`src/sv/kbsd_pkg.sv`:
```
`timescale 1ns / 1ps
// ----------------------------------------------------------------------------
// kbsd_pkg
// Types and constants for the keyboard status/data register block.
// ----------------------------------------------------------------------------
package kbsd_pkg;

  typedef enum logic [1:0] {
    CMD_TICK   = 2'd0,
    CMD_READ   = 2'd1,
    CMD_WRITE  = 2'd2,
    CMD_UNUSED = 2'd3
  } cmd_e;

  localparam int unsigned CfgIdxW = 2;
  localparam logic [CfgIdxW-1:0] CFG_STATUS_ADDR = 2'd0;
  localparam logic [CfgIdxW-1:0] CFG_DATA_ADDR   = 2'd1;

  localparam logic [15:0] STATUS_ADDR_RST = 16'hFE00;
  localparam logic [15:0] DATA_ADDR_RST   = 16'hFE02;

  localparam int unsigned READY_BIT = 15;
  localparam int unsigned IE_BIT    = 14;

  typedef struct packed {
    logic [1:0]  cmd;
    logic [15:0] address;
    logic [15:0] write_data;
    logic        key_valid;
    logic [7:0]  key_char;
  } req_t;

  typedef struct packed {
    logic [15:0] read_data;
    logic        irq;
    logic        key_dropped;
  } rsp_t;

  typedef struct packed {
    logic       raised;
    logic [7:0] char_code;
  } key_entry_t;

endpackage

```
`src/sv/keyboard_status_data_fifo.sv`:
```
`timescale 1ns / 1ps
// ----------------------------------------------------------------------------
// keyboard_status_data_fifo
// Keyboard status and data registers in front of a key FIFO held in a
// synchronous single-port-write memory.
//
//   channel | handshake               | payload
//   --------+-------------------------+--------------------------
//   request | start_i, busy_o         | req_i  (kbsd_pkg::req_t)
//   result  | rsp_valid_o (strobe)    | rsp_o  (kbsd_pkg::rsp_t)
//   config  | cfg_valid_i, cfg_ready_o| cfg_index_i, cfg_wdata_i
//
// Reads, writes and unused commands: result strobed in the cycle after the
// transfer; busy_o stays low, so a new request may follow in the next cycle.
// Ticks: the head entry is read from the key memory on the transfer, then
// marked raised and written back if not yet raised and ie is set (busy_o
// high for one cycle); the result is strobed in the cycle after. A new key
// pushed into an empty FIFO is forwarded around the memory read.
// Reset clears all control state; the key memory is not cleared.
// The result side cannot stall; cfg_ready_o is always high.
// ----------------------------------------------------------------------------
module keyboard_status_data_fifo #(
  parameter int unsigned FIFO_DEPTH = 16
) (
  input  logic                           clk_i,
  input  logic                           rst_ni,
  input  logic                           start_i,
  output logic                           busy_o,
  input  kbsd_pkg::req_t                 req_i,
  output logic                           rsp_valid_o,
  output kbsd_pkg::rsp_t                 rsp_o,
  input  logic                           cfg_valid_i,
  output logic                           cfg_ready_o,
  input  logic [kbsd_pkg::CfgIdxW-1:0]   cfg_index_i,
  input  logic [15:0]                    cfg_wdata_i
);

  localparam int unsigned PtrW = (FIFO_DEPTH > 1) ? $clog2(FIFO_DEPTH) : 1;
  localparam int unsigned CntW = $clog2(FIFO_DEPTH + 1);
  localparam logic [PtrW-1:0] PtrLast = PtrW'(FIFO_DEPTH - 1);
  localparam logic [CntW-1:0] CntFull = CntW'(FIFO_DEPTH);

  localparam logic ST_IDLE = 1'b0;
  localparam logic ST_TICK = 1'b1;

  logic                 state_q, state_d;
  logic [15:0]          status_addr_q, kbdr_addr_q;
  logic                 ready_q, ready_d;
  logic                 ie_q, ie_d;
  logic [7:0]           data_q, data_d;
  logic [PtrW-1:0]      head_q, head_d, tail_q, tail_d;
  logic [CntW-1:0]      count_q, count_d;
  logic                 fwd_q, hit_q, drop_q;
  logic [7:0]           fwd_char_q;
  logic                 rsp_valid_q, rsp_valid_d;
  kbsd_pkg::rsp_t       rsp_q, rsp_d;

  kbsd_pkg::key_entry_t mem_q [FIFO_DEPTH];
  kbsd_pkg::key_entry_t rd_q;
  kbsd_pkg::key_entry_t head_entry;
  kbsd_pkg::key_entry_t mem_wdata;
  logic [PtrW-1:0]      mem_waddr;
  logic                 mem_we;

  logic accept, cfg_wr, push, tick_acc, status_hit, data_hit;

  function automatic logic [PtrW-1:0] next_ptr(input logic [PtrW-1:0] p);
    logic [PtrW-1:0] r;
    r = (p == PtrLast) ? '0 : p + PtrW'(1);
    return r;
  endfunction

  assign busy_o      = (state_q == ST_TICK);
  assign cfg_ready_o = 1'b1;
  assign cfg_wr      = cfg_valid_i && cfg_ready_o;
  assign accept      = start_i && !busy_o;
  assign rsp_valid_o = rsp_valid_q;
  assign rsp_o       = rsp_q;

  assign status_hit = (req_i.address == status_addr_q);
  assign data_hit   = (req_i.address == kbdr_addr_q);
  assign tick_acc   = accept && (req_i.cmd == kbsd_pkg::CMD_TICK);
  assign push       = tick_acc && req_i.key_valid && (count_q < CntFull);
  assign head_entry = fwd_q ?
                      kbsd_pkg::key_entry_t'{raised: 1'b0, char_code: fwd_char_q} : rd_q;

  always_comb begin
    state_d     = state_q;
    ready_d     = ready_q;
    ie_d        = ie_q;
    data_d      = data_q;
    head_d      = head_q;
    tail_d      = tail_q;
    count_d     = count_q;
    rsp_valid_d = 1'b0;
    rsp_d       = '0;
    mem_we      = 1'b0;
    mem_waddr   = tail_q;
    mem_wdata   = '{raised: 1'b0, char_code: req_i.key_char};

    if (state_q == ST_TICK) begin
      state_d     = ST_IDLE;
      rsp_valid_d = 1'b1;
      rsp_d.key_dropped = drop_q;
      if (hit_q) begin
        ready_d = 1'b1;
        data_d  = head_entry.char_code;
        if (!head_entry.raised && ie_q) begin
          mem_we    = 1'b1;
          mem_waddr = head_q;
          mem_wdata = '{raised: 1'b1, char_code: head_entry.char_code};
          rsp_d.irq = 1'b1;
        end
      end
    end else if (accept) begin
      case (req_i.cmd)
        kbsd_pkg::CMD_TICK: begin
          state_d = ST_TICK;
          if (push) begin
            mem_we  = 1'b1;
            tail_d  = next_ptr(tail_q);
            count_d = count_q + CntW'(1);
          end
        end
        kbsd_pkg::CMD_READ: begin
          rsp_valid_d = 1'b1;
          if (status_hit) begin
            rsp_d.read_data[kbsd_pkg::READY_BIT] = ready_q;
            rsp_d.read_data[kbsd_pkg::IE_BIT]    = ie_q;
          end else if (data_hit) begin
            rsp_d.read_data = {8'd0, data_q};
            if (ready_q) begin
              ready_d = 1'b0;
              if (count_q != '0) begin
                head_d  = next_ptr(head_q);
                count_d = count_q - CntW'(1);
              end
            end
          end
        end
        kbsd_pkg::CMD_WRITE: begin
          rsp_valid_d = 1'b1;
          if (status_hit) begin
            ie_d    = req_i.write_data[kbsd_pkg::IE_BIT];
            ready_d = 1'b0;
          end
        end
        default: begin
          rsp_valid_d = 1'b1;
        end
      endcase
    end
  end

  always_ff @(posedge clk_i or negedge rst_ni) begin
    if (!rst_ni) begin
      state_q       <= ST_IDLE;
      status_addr_q <= kbsd_pkg::STATUS_ADDR_RST;
      kbdr_addr_q   <= kbsd_pkg::DATA_ADDR_RST;
      ready_q       <= 1'b0;
      ie_q          <= 1'b0;
      data_q        <= '0;
      head_q        <= '0;
      tail_q        <= '0;
      count_q       <= '0;
      rsp_valid_q   <= 1'b0;
      fwd_q         <= 1'b0;
      hit_q         <= 1'b0;
      drop_q        <= 1'b0;
    end else begin
      state_q     <= state_d;
      ready_q     <= ready_d;
      ie_q        <= ie_d;
      data_q      <= data_d;
      head_q      <= head_d;
      tail_q      <= tail_d;
      count_q     <= count_d;
      rsp_valid_q <= rsp_valid_d;
      if (tick_acc) begin
        fwd_q  <= push && (count_q == '0);
        hit_q  <= (count_d != '0);
        drop_q <= req_i.key_valid && !push;
      end
      if (cfg_wr) begin
        case (cfg_index_i)
          kbsd_pkg::CFG_STATUS_ADDR: status_addr_q <= cfg_wdata_i;
          kbsd_pkg::CFG_DATA_ADDR:   kbdr_addr_q   <= cfg_wdata_i;
          default: ;
        endcase
      end
    end
  end

  always_ff @(posedge clk_i) begin
    rsp_q <= rsp_d;
    if (tick_acc) begin
      fwd_char_q <= req_i.key_char;
    end
  end

  always_ff @(posedge clk_i) begin
    if (mem_we) begin
      mem_q[mem_waddr] <= mem_wdata;
    end
    if (tick_acc) begin
      rd_q <= mem_q[head_q];
    end
  end

  a_count_bound: assert property (@(posedge clk_i) disable iff (!rst_ni)
    count_q <= CntFull)
    else $error("key count exceeds FIFO depth");

  a_empty_ptrs: assert property (@(posedge clk_i) disable iff (!rst_ni)
    (count_q == '0) |-> (head_q == tail_q))
    else $error("empty FIFO with unequal pointers");

  a_tick_busy: assert property (@(posedge clk_i) disable iff (!rst_ni)
    tick_acc |=> busy_o && !rsp_valid_o)
    else $error("tick transfer did not enter the memory cycle");

  a_tick_done: assert property (@(posedge clk_i) disable iff (!rst_ni)
    busy_o |=> rsp_valid_o && !busy_o)
    else $error("tick result missing after memory cycle");

  a_irq_ie: assert property (@(posedge clk_i) disable iff (!rst_ni)
    (rsp_valid_o && rsp_o.irq) |-> ie_q && ready_q)
    else $error("interrupt raised without enable");

endmodule
```
`config.mk`:
```
export PLATFORM = sky130hd
export DESIGN_NAME = keyboard_status_data_fifo
export DESIGN_NICKNAME = d
export VERILOG_FILES = /design/src/sv/kbsd_pkg.sv /design/src/sv/keyboard_status_data_fifo.sv
export SDC_FILE = /design/constraint.sdc
export NUM_CORES = 1
export LEC_CHECK = 0
export BUFFER_PORTS_ARGS = -buffer_cell sky130_fd_sc_hd__buf_2
export CAP_MARGIN = 20
export CORE_MARGIN = 2
export CORE_UTILIZATION = 35
export DETAILED_ROUTE_END_ITERATION = 6
export GPL_TIMING_DRIVEN = 1
export MAX_ROUTING_LAYER = met4
export PLACE_DENSITY = 0.48
export SYNTH_ARGS = -nofsm -noshare
export SYNTH_HDL_FRONTEND = slang
export SYNTH_SLANG_ARGS = --single-unit
```
`constraint.sdc`:
```
create_clock -name clk_i -period 5.1 [get_ports clk_i]
set_clock_uncertainty 0.05 [all_clocks]
set_input_delay 0.51 -clock clk_i [delete_from_list [all_inputs] [get_ports clk_i]]
set_output_delay 0.51 -clock clk_i [all_outputs]
set_load 0.02 [all_outputs]
```
# After elaboration in Yosys (flattened, before gate mapping)
# Memory sizes are Yosys's and may differ from the RTL's. A register that Yosys moved wholly into a read port is not among the register bits.
# Cells that the tools add are included.
# totals
register_bits	86
wordCells	107
mem_bits_rw	144
out_inout_bits	21
n_memories	1
# op_classes
magnitude_cmp	1
eq_ne	11
add_sub_neg	4
n_bitwise	5
n_mux	39
reduce_logical	27
# mem_list
name	depth	width	read_ports	rd_clocked_by_memory_dff	wr	line_no	source
mem_q	16	9	1	1	1	keyboard_status_data_fifo.sv:58	kbsd_pkg::key_entry_t mem_q [FIFO_DEPTH];
# ops
operator	count
9-bit 2-to-1 mux	4
5-bit 2-to-1 mux	7
16-bit == test	2
1-bit 2-to-1 mux	20
4-bit 2-to-1 mux	5
5-bit case mux with 2 select lines	1
5-bit nonzero test	2
3-bit != test (second input constant)	3
4-bit by 1-bit adder with 4-bit output (second input constant)	2
4-bit == test (second input constant)	2
4-bit AND reduction	2
1-bit logical AND	7
7-bit AND reduction	1
2-bit AND reduction	3
6-bit AND reduction	1
5-bit by 1-bit adder with 5-bit output (second input constant)	1
5-bit zero test	1
5-bit < comparator (second input constant)	1
1-bit inverter	5
5-bit OR reduction	1
5-bit by 1-bit subtractor with 5-bit output (second input constant)	1
2-bit by 1-bit == test with 1-bit output (second input constant)	2
2-bit zero test	2
4-bit OR reduction	1
other kinds (8)	10

# Longest topological paths before layout
# Gate-level depths: netlist of the first run.
# logic_depth
word_depth	11
depth_mapped	8
ltp_nobuf	8

# Worst setup path before layout of the first run
# OpenSTA, ideal clock, no wires.
# synth_timing
path_kind	flip-flop to flip-flop
start	reg state_q, in the netlist busy_o
end	mem mem_q[13][0] in the netlist's numbering (enable)
stages_incl_launch_ff	8
setup_slack_ns	2.559
setup_ns	0.374
t_arrival_ns	2.117
path_buffers	1
path_cell_list	dfrtp_1 -> and2_1 -> clkbuf_1 -> nand3_1 -> inv_1 -> and3_1 -> a31oi_1 -> nor2_1
# synth_between
elab_chain_len	11
elab_cells_between_ends	12
classes_between	mux: 7; reduce/logical: 5
# synth_lines
item	line_no	source
start: declaration	keyboard_status_data_fifo.sv:46	logic state_q, state_d;
start signal: assignment	keyboard_status_data_fifo.sv:171	state_q <= state_d;
1-bit zero test	keyboard_status_data_fifo.sv:76	assign accept = start_i && !busy_o;
1-bit logical AND	keyboard_status_data_fifo.sv:76	
1-bit logical AND	keyboard_status_data_fifo.sv:82	assign tick_acc = accept && (req_i.cmd == kbsd_pkg::CMD_TICK);
1-bit logical AND (2 in a row)	keyboard_status_data_fifo.sv:83	assign push = tick_acc && req_i.key_valid && (count_q < CntFull);
1-bit 2-to-1 mux	keyboard_status_data_fifo.sv:119	if (push) begin
1-bit 2-to-1 mux	keyboard_status_data_fifo.sv:116	case (req_i.cmd)
1-bit 2-to-1 mux	keyboard_status_data_fifo.sv:115	end else if (accept) begin
1-bit 2-to-1 mux	keyboard_status_data_fifo.sv:101	if (state_q == ST_TICK) begin
1-bit 2-to-1 mux	keyboard_status_data_fifo.sv:202	if (mem_we) begin
1-bit 2-to-1 mux (implied by the code)	keyboard_status_data_fifo.sv:203	mem_q[mem_waddr] <= mem_wdata;
end: declaration	keyboard_status_data_fifo.sv:58	
# Several ways; a longest one is shown, not always the timed one.

# Worst setup path after layout of the first run
# layout_timing
start	reg state_q, in the netlist busy_o
end	mem mem_q[13][7] in the netlist's numbering (enable)
# The elaborated chain is that of the path after synthesis.

==> results.py, run 1 <==
metrics = {
    "worst_setup_path": {
        "r2r-start": "busy_o",
        "end_kind": "flop",
        "r2r_slack_ns": 1.84,
        "critical_path_arrival_ns": 3.34,
        "crit_path_max_fanout": 28,
        "critPathLaunchType": "flop",
        "reg2reg_depth": 7,
        "timing_worst_setup_path_type": "flop to flop",
        "required_ns": 5.19,
        "r2r_end": "mem_q[13][7]",
    },
    "worst_hold_path": {
        "holdCritPathClass": "primary input to asynchronous set/reset pin",
    },
    "cts": {
        "postCtsResizedCells": 0,
        "clockBufferDepth": 3,
        "ctsRootBufferMaster": "clkbuf_16",
        "post-cts-setup-buffers": 0,
        "cts_sinks": 233,
        "clock_latency_ns": 0.52,
        "cts_tree": "done",
        "numCtsBuffers": 26,
        "htreeDepth": 1,
        "hold_buffers": 0,
        "clk_pin_slew_ns": 0.06,
    },
    "timing": {
        "finalSetupViolCount": 0,
        "rsz0062_at_grt": "false",
        "fmax_mhz": 307,
        "worst_slew_pin_slew_ns": 1.05,
        "fin_crit_ns": 3.26,
        "finalSetupTns_ns": 0,
        "relSlewSlack_pct": 30.1,
        "fin_ws_ns": 1.84,
        "period_share_pct": 63.9,
        "slew_violations": 0,
        "finalHoldViolations": 0,
    },
    "power": {
        "p_per_area_mw_per_mm2": 398,
        "ir_drop_mv": 0.213,
        "p_leak_nw": 4.01,
        "power.total_mw": 4.45,
    },
    "drt": {
        "drtIter0Drc": 411,
        "vias": 5084,
        "post-route-drc-count": 0,
        "wirelength_um": 19300,
        "viasPerCell": 5.03,
        "ant_nets": 0,
        "wl_per_cell_um": 19.1,
        "drtPass1Iterations": 5,
    },
    "logic_synthesis": {
        "ys_seq_elements": 233,
        "synth_edf_count": 161,
        "async_reset_ff_share_pct": 25.8,
        "synth_cell_type_count": 51,
        "synth_compound_area_share_pct": 3.25,
        "synth_top_family_by_area": "multiplexers",
        "synthXorXnorAreaFrac_pct": 3.20,
        "synthesis.area_mm2": 0.00958,
        "synth.avg_cell_area_um2": 16.8,
        "synth-simple-area-share_pct": 6.66,
        "ys_seq_area_share_pct": 68.8,
        "yosys_warnings": 0,
        "synth_top_flop_cell": "edfxtp_1",
        "muxShareOfSynthArea_pct": 15.5,
        "syn_inst": 571,
        "synthAdderAreaFrac_pct": 0.522,
    },
    "floorplan": {
        "start_util_pct": 35.6,
        "die-area_mm2": 0.0287,
        "placementRows": 60,
        "io-pin-count": 86,
        "die_w_um": 169,
        "die_height_um": 169,
        "core_mm2": 0.0270,
    },
    "grt": {
        "grt_max_degree": 61,
        "grt_use_total_pct": 14.1,
        "antenna_found_initial": 0,
        "grt_pass1_wl_um": 30200,
        "grt_pass1_vias": 5198,
        "grt-ovfl-total": 0,
    },
    "finish": {
        "area_growth_pct": 16.7,
        "fill_cells": 2409,
        "fin_nets": 720,
        "diodes": 0,
        "drive_above_1_share_pct": 32.7,
    },
    "flow_run": {
        "maxCapViolCount": 0,
    },
    "place": {
        "portBuffers": 63,
        "post-place-ws_ns": 1.83,
        "place_congestion": 0.855,
        "place_hpwl_um": 13100,
    },
    "outcome": {
        "status": "finished clean",
    },
}
==> final cells by class <==
class	instances	area [um2]	share of cell area, %
sequential	233	6600	59.0
inverter	9	33.8	0.302
clock buffer	31	669	5.99
clock inverter	15	176	1.58
tap	341	427	3.82
multi-input combinational	302	2820	25.2
timing repair buffer	79	459	4.11
==> worst max-delay path by stage <==
| stage | from | end | slack (ns) | cells after the start |
|---|---|---|---|---|
| 4_1_cts | busy_o | mem_q[15][8] | 1.80 | 7 |
| 3_3_place_gp | busy_o | mem_q[11][1] | 1.88 | 6 |
| 3_5_place_dp | busy_o | mem_q[11][1] | 1.83 | 6 |
| 2_1_floorplan | busy_o | mem_q[13][0] | 2.56 | 7 |
| 6_report | busy_o | mem_q[13][7] | 1.84 | 7 |
| 5_1_grt | busy_o | mem_q[11][8] | 1.47 | 6 |
==> per-layer routing <==
layer | up-vias | global-route usage, % | part of all wire [%]
li1 | 2345 | - | -
met1 | 2567 | 19.5 | 46
met2 | 149 | 21.5 | 47
met3 | 23 | 2.78 | 5.7
met4 | 0 | 3.57 | 1.7
met5 | - | - | 0
==> logic make-up after synthesis <==
family / after synthesis
flops: 233
compound gates: 50
buf+inv: 41
fa+ha+maj: 4
mux: 88
xor+xnor: 35
other cells: 2
simple gates: 118
==> critical path, stage by stage (launching register included) <==
cell	delay, ns
dfrtp_1	0.41
and2_1	0.49
nand3_1	0.15
buf_4	0.25
inv_1	0.38
and3_1	0.22
a31oi_1	0.09
nor2_1	0.81
==> power breakdown <==
group,switching (mW),internal (mW),total (mW)
Combinational,0.199,0.167,0.366
Sequential,0.0888,2.15,2.24
Clock,0.711,1.13,1.84
Total,0.998,3.45,4.45
==> cells in the final DEF, fill, tap and decap left out, types with 8 or more instances in the layout <==
cell type,netlist,routed
xor2_1,16,16
xnor2_1,19,19
mux2_2,34,34
edfxtp_1,161,161
a21oi_1,17,17
nand2_1,21,21
and3_1,12,12
clkbuf_16,0,26
mux2i_1,9,9
o21ai_0,14,14
clkinv_1,0,8
dfstp_2,15,15
inv_1,9,9
dfxtp_1,12,12
dfrtp_1,45,44
buf_2,5,63
nor2_1,39,39
buf_4,7,13
mux4_2,45,45
==> synth_stat cells, types with 6 or more instances <==
cell type    n  share of area, %
a21oi_1     17              0.89
and3_1      12              0.78
buf_4        7              0.55
clkbuf_1    17              0.67
dfrtp_1     45                12
dfstp_2     15               4.1
dfxtp_1     12               2.5
edfxtp_1   161                50
inv_1        9              0.35
mux2_2      34               4.0
mux2i_1      9              0.94
mux4_2      45                11
nand2_1     21              0.82
nand3_1      6              0.31
nand4_1      7              0.46
nor2_1      39               1.5
o21ai_0     14              0.73
xnor2_1     19               1.7
xor2_1      16               1.5
==> flip-flops by register name (all words and copies together) (netlist names), 5 cells and up <==
name           flops
fwd_char_q         8
count_q            5
rsp_o             12
mem_q            144
data_q             8
kbdr_addr_q       16
rd_q               9
status_addr_q     16
==> per-stage QoR <==
step	area, um2	util [%]	hold slack [ns]	instances
after floorplan	9600	-	0.164	576
after global placement	10300	38.2	0.403	961
after detailed placement	10300	38.2	0.407	961
after CTS	11100	41.3	0.102	1007
after global routing	11200	41.5	0.105	1010
final	11200	41.5	0.115	1010
(Power assumes the default switching activity.)
==> run 2: changes to the inputs <==
- clock period: 5.1 -> 3.3 ns (I/O delays scaled with it)
==> run 2 against run 1 <==
Against the previous run:
- die area unchanged
- critical endpoint is now mem_q[14][0]
- critical path depth up 1
- sequential share of layout area down 2.4 points
- worst hold slack worse by 0.071 ns
- sequential power up 54%
- largest cell class unchanged
==> results.py, run 2 (synthesis gave the netlist of run 1 again) <==
metrics = {
    "power": {
        "swShare_pct": 22.2,
        "combPwrFrac_pct": 8.3,
        "p_int_mw": 5.54,
        "p_per_area_mw_per_mm2": 611,
        "p_switching_mw": 1.58,
        "seq_power_share_pct": 48.6,
        "power_frac_clock_pct": 43.1,
        "p_leak_nw": 4.25,
        "ir_drop_mv": 0.320,
    },
    "floorplan": {
        "die_height_um": 169,
        "core_mm2": 0.0270,
        "io-pin-count": 86,
        "start_util_pct": 35.6,
        "die_w_um": 169,
        "placementRows": 60,
        "die-area_mm2": 0.0287,
    },
    "cts": {
        "clockBufferDepth": 3,
        "htreeDepth": 1,
        "post-cts-setup-buffers": 0,
        "clock_latency_ns": 0.53,
        "numCtsBuffers": 27,
        "clk_pin_slew_ns": 0.05,
        "cts_sinks": 233,
        "cts_tree": "done",
        "ctsRootBufferMaster": "clkbuf_16",
    },
    "drt": {
        "viasPerCell": 4.98,
        "drtPass1Iterations": 5,
        "post-route-drc-count": 0,
        "wl_per_cell_um": 19.0,
        "ant_nets": 0,
        "wirelength_um": 20100,
        "drtIter0Drc": 490,
        "vias": 5265,
    },
    "finish": {
        "largest-register": "mem_q",
        "fill_cells": 2414,
        "drive_above_1_share_pct": 34.5,
        "final_cells": 1057,
        "fin_nets": 765,
        "multi_input_area_mm2": 0.00282,
        "final_common_cell": "edfxtp_1",
        "mostFrequentLayoutCells": "edfxtp_1, buf_2, mux4_2",
        "top_regs": "mem_q: 144 flops, kbdr_addr_q: 16 flops, status_addr_q: 16 flops",
        "largest_reg_flops": 144,
        "area_growth_pct": 21.5,
        "seq_area_mm2": 0.00660,
        "diodes": 0,
    },
    "timing": {
        "worst_slew_pin_slew_ns": 0.938,
        "finalSetupViolCount": 0,
        "fmax_mhz": 354,
        "finalSetupTns_ns": 0,
        "relSlewSlack_pct": 37.3,
        "hold_ws_ns": 0.0445,
        "slew_violations": 0,
        "period_share_pct": 85.6,
        "fin_crit_ns": 2.83,
        "finalHoldViolations": 0,
        "rsz0062_at_grt": "false",
    },
    "place": {
        "portBuffers": 63,
        "place_hpwl_um": 14000,
        "place_congestion": 0.770,
        "post-place-cells": 981,
    },
    "outcome": {
        "status": "finished clean",
    },
    "worst_setup_path": {
        "required_ns": 3.39,
        "crit_path_max_fanout": 9,
        "critical_path_arrival_ns": 2.91,
        "timing_worst_setup_path_type": "flop to flop",
        "critPathLaunchType": "flop",
        "end_kind": "flop",
    },
    "grt": {
        "grt-ovfl-total": 0,
        "grt_pass1_wl_um": 31600,
        "grt_use_total_pct": 14.8,
        "antenna_found_initial": 0,
        "grt_pass1_vias": 5515,
        "grt_max_degree": 37,
    },
    "flow_run": {
        "maxCapViolCount": 0,
    },
    "worst_hold_path": {
        "holdCritPathClass": "primary input to flop",
    },
}
-- run 2: changes by cell type in the layout (fill, tap and decap cells not counted), moves of 2 or more --
| cell | delta |
|---|---|
| buf_4 | +20 |
| clkbuf_1 | -3 |
| clkbuf_8 | +2 |
| clkinv_1 | -5 |
| clkinv_2 | +3 |
| clkinvlp_4 | +3 |
| dlygate4sd3_1 | +27 |
-- run 2: path summary, 6_finish.rpt --
kind,from,to,slack [ns],cells past startpoint
min in group asynchronous,rst_ni,status_addr_q[6],0.38,2
min,req_i[8],drop_q,0.04,3
min reg2reg,drop_q,drop_q,0.41,2
max reg2reg,busy_o,mem_q[14][0],0.47,8
max in group asynchronous,rst_ni,kbdr_addr_q[15],2.01,3
max,busy_o,mem_q[14][0],0.47,8
-- run 2: cell type report --
| type | instances | share of cell area [%] |
|---|---|---|
| inverters | 9 | 0.290 |
| multi-input cells | 302 | 24.2 |
| repair buffers | 123 | 7.16 |
| flip-flops and latches | 233 | 56.6 |
| well taps | 341 | 3.66 |
| clock inverters | 18 | 1.94 |
| clock buffers | 31 | 6.10 |
-- run 2: repair_timing --
item,CTS,global route
endpoints found under the hold margin,75,0
gates resized for setup,0,0
hold buffers,27,0
-- run 2: per-stage QoR --
stage	cell area (um2)	setup WS (ns)	power (mW)	util, %
final	11600	0.475	7.12	43.2
after global routing	11600	0.117	7.43	43.2
after CTS	11600	0.414	7.22	43.2
after detailed placement	10400	0.456	4.09	38.7
after global placement	10400	0.513	4.06	38.7
after floorplan	9600	0.759	3.89	-
-- run 2: layer usage --
layer | part of all wire, % | track usage, %
met1 | 47 | 19.8
met2 | 48 | 24.0
met3 | 3.7 | 2.24
met4 | 1.9 | 3.46
met5 | 0 | -
-- run 2: power by group through the flow --
stage	combinational, mW	clock (mW)	sequential (mW)
after global placement	0.557	0	3.51
after global routing	0.671	3.28	3.48
after CTS	0.602	3.16	3.46
after floorplan	0.416	0	3.48
after detailed placement	0.573	0	3.52
final	0.594	3.07	3.46
-- run 2: critical path, cell delays in order, from the launching register on --
cell	delay, ns
dfrtp_1	0.41
nand2b_1	0.20
nor2_1	0.14
nand2_1	0.16
inv_1	0.19
nand2_1	0.16
nor2_1	0.18
a22oi_1	0.17
nor2_1	0.77
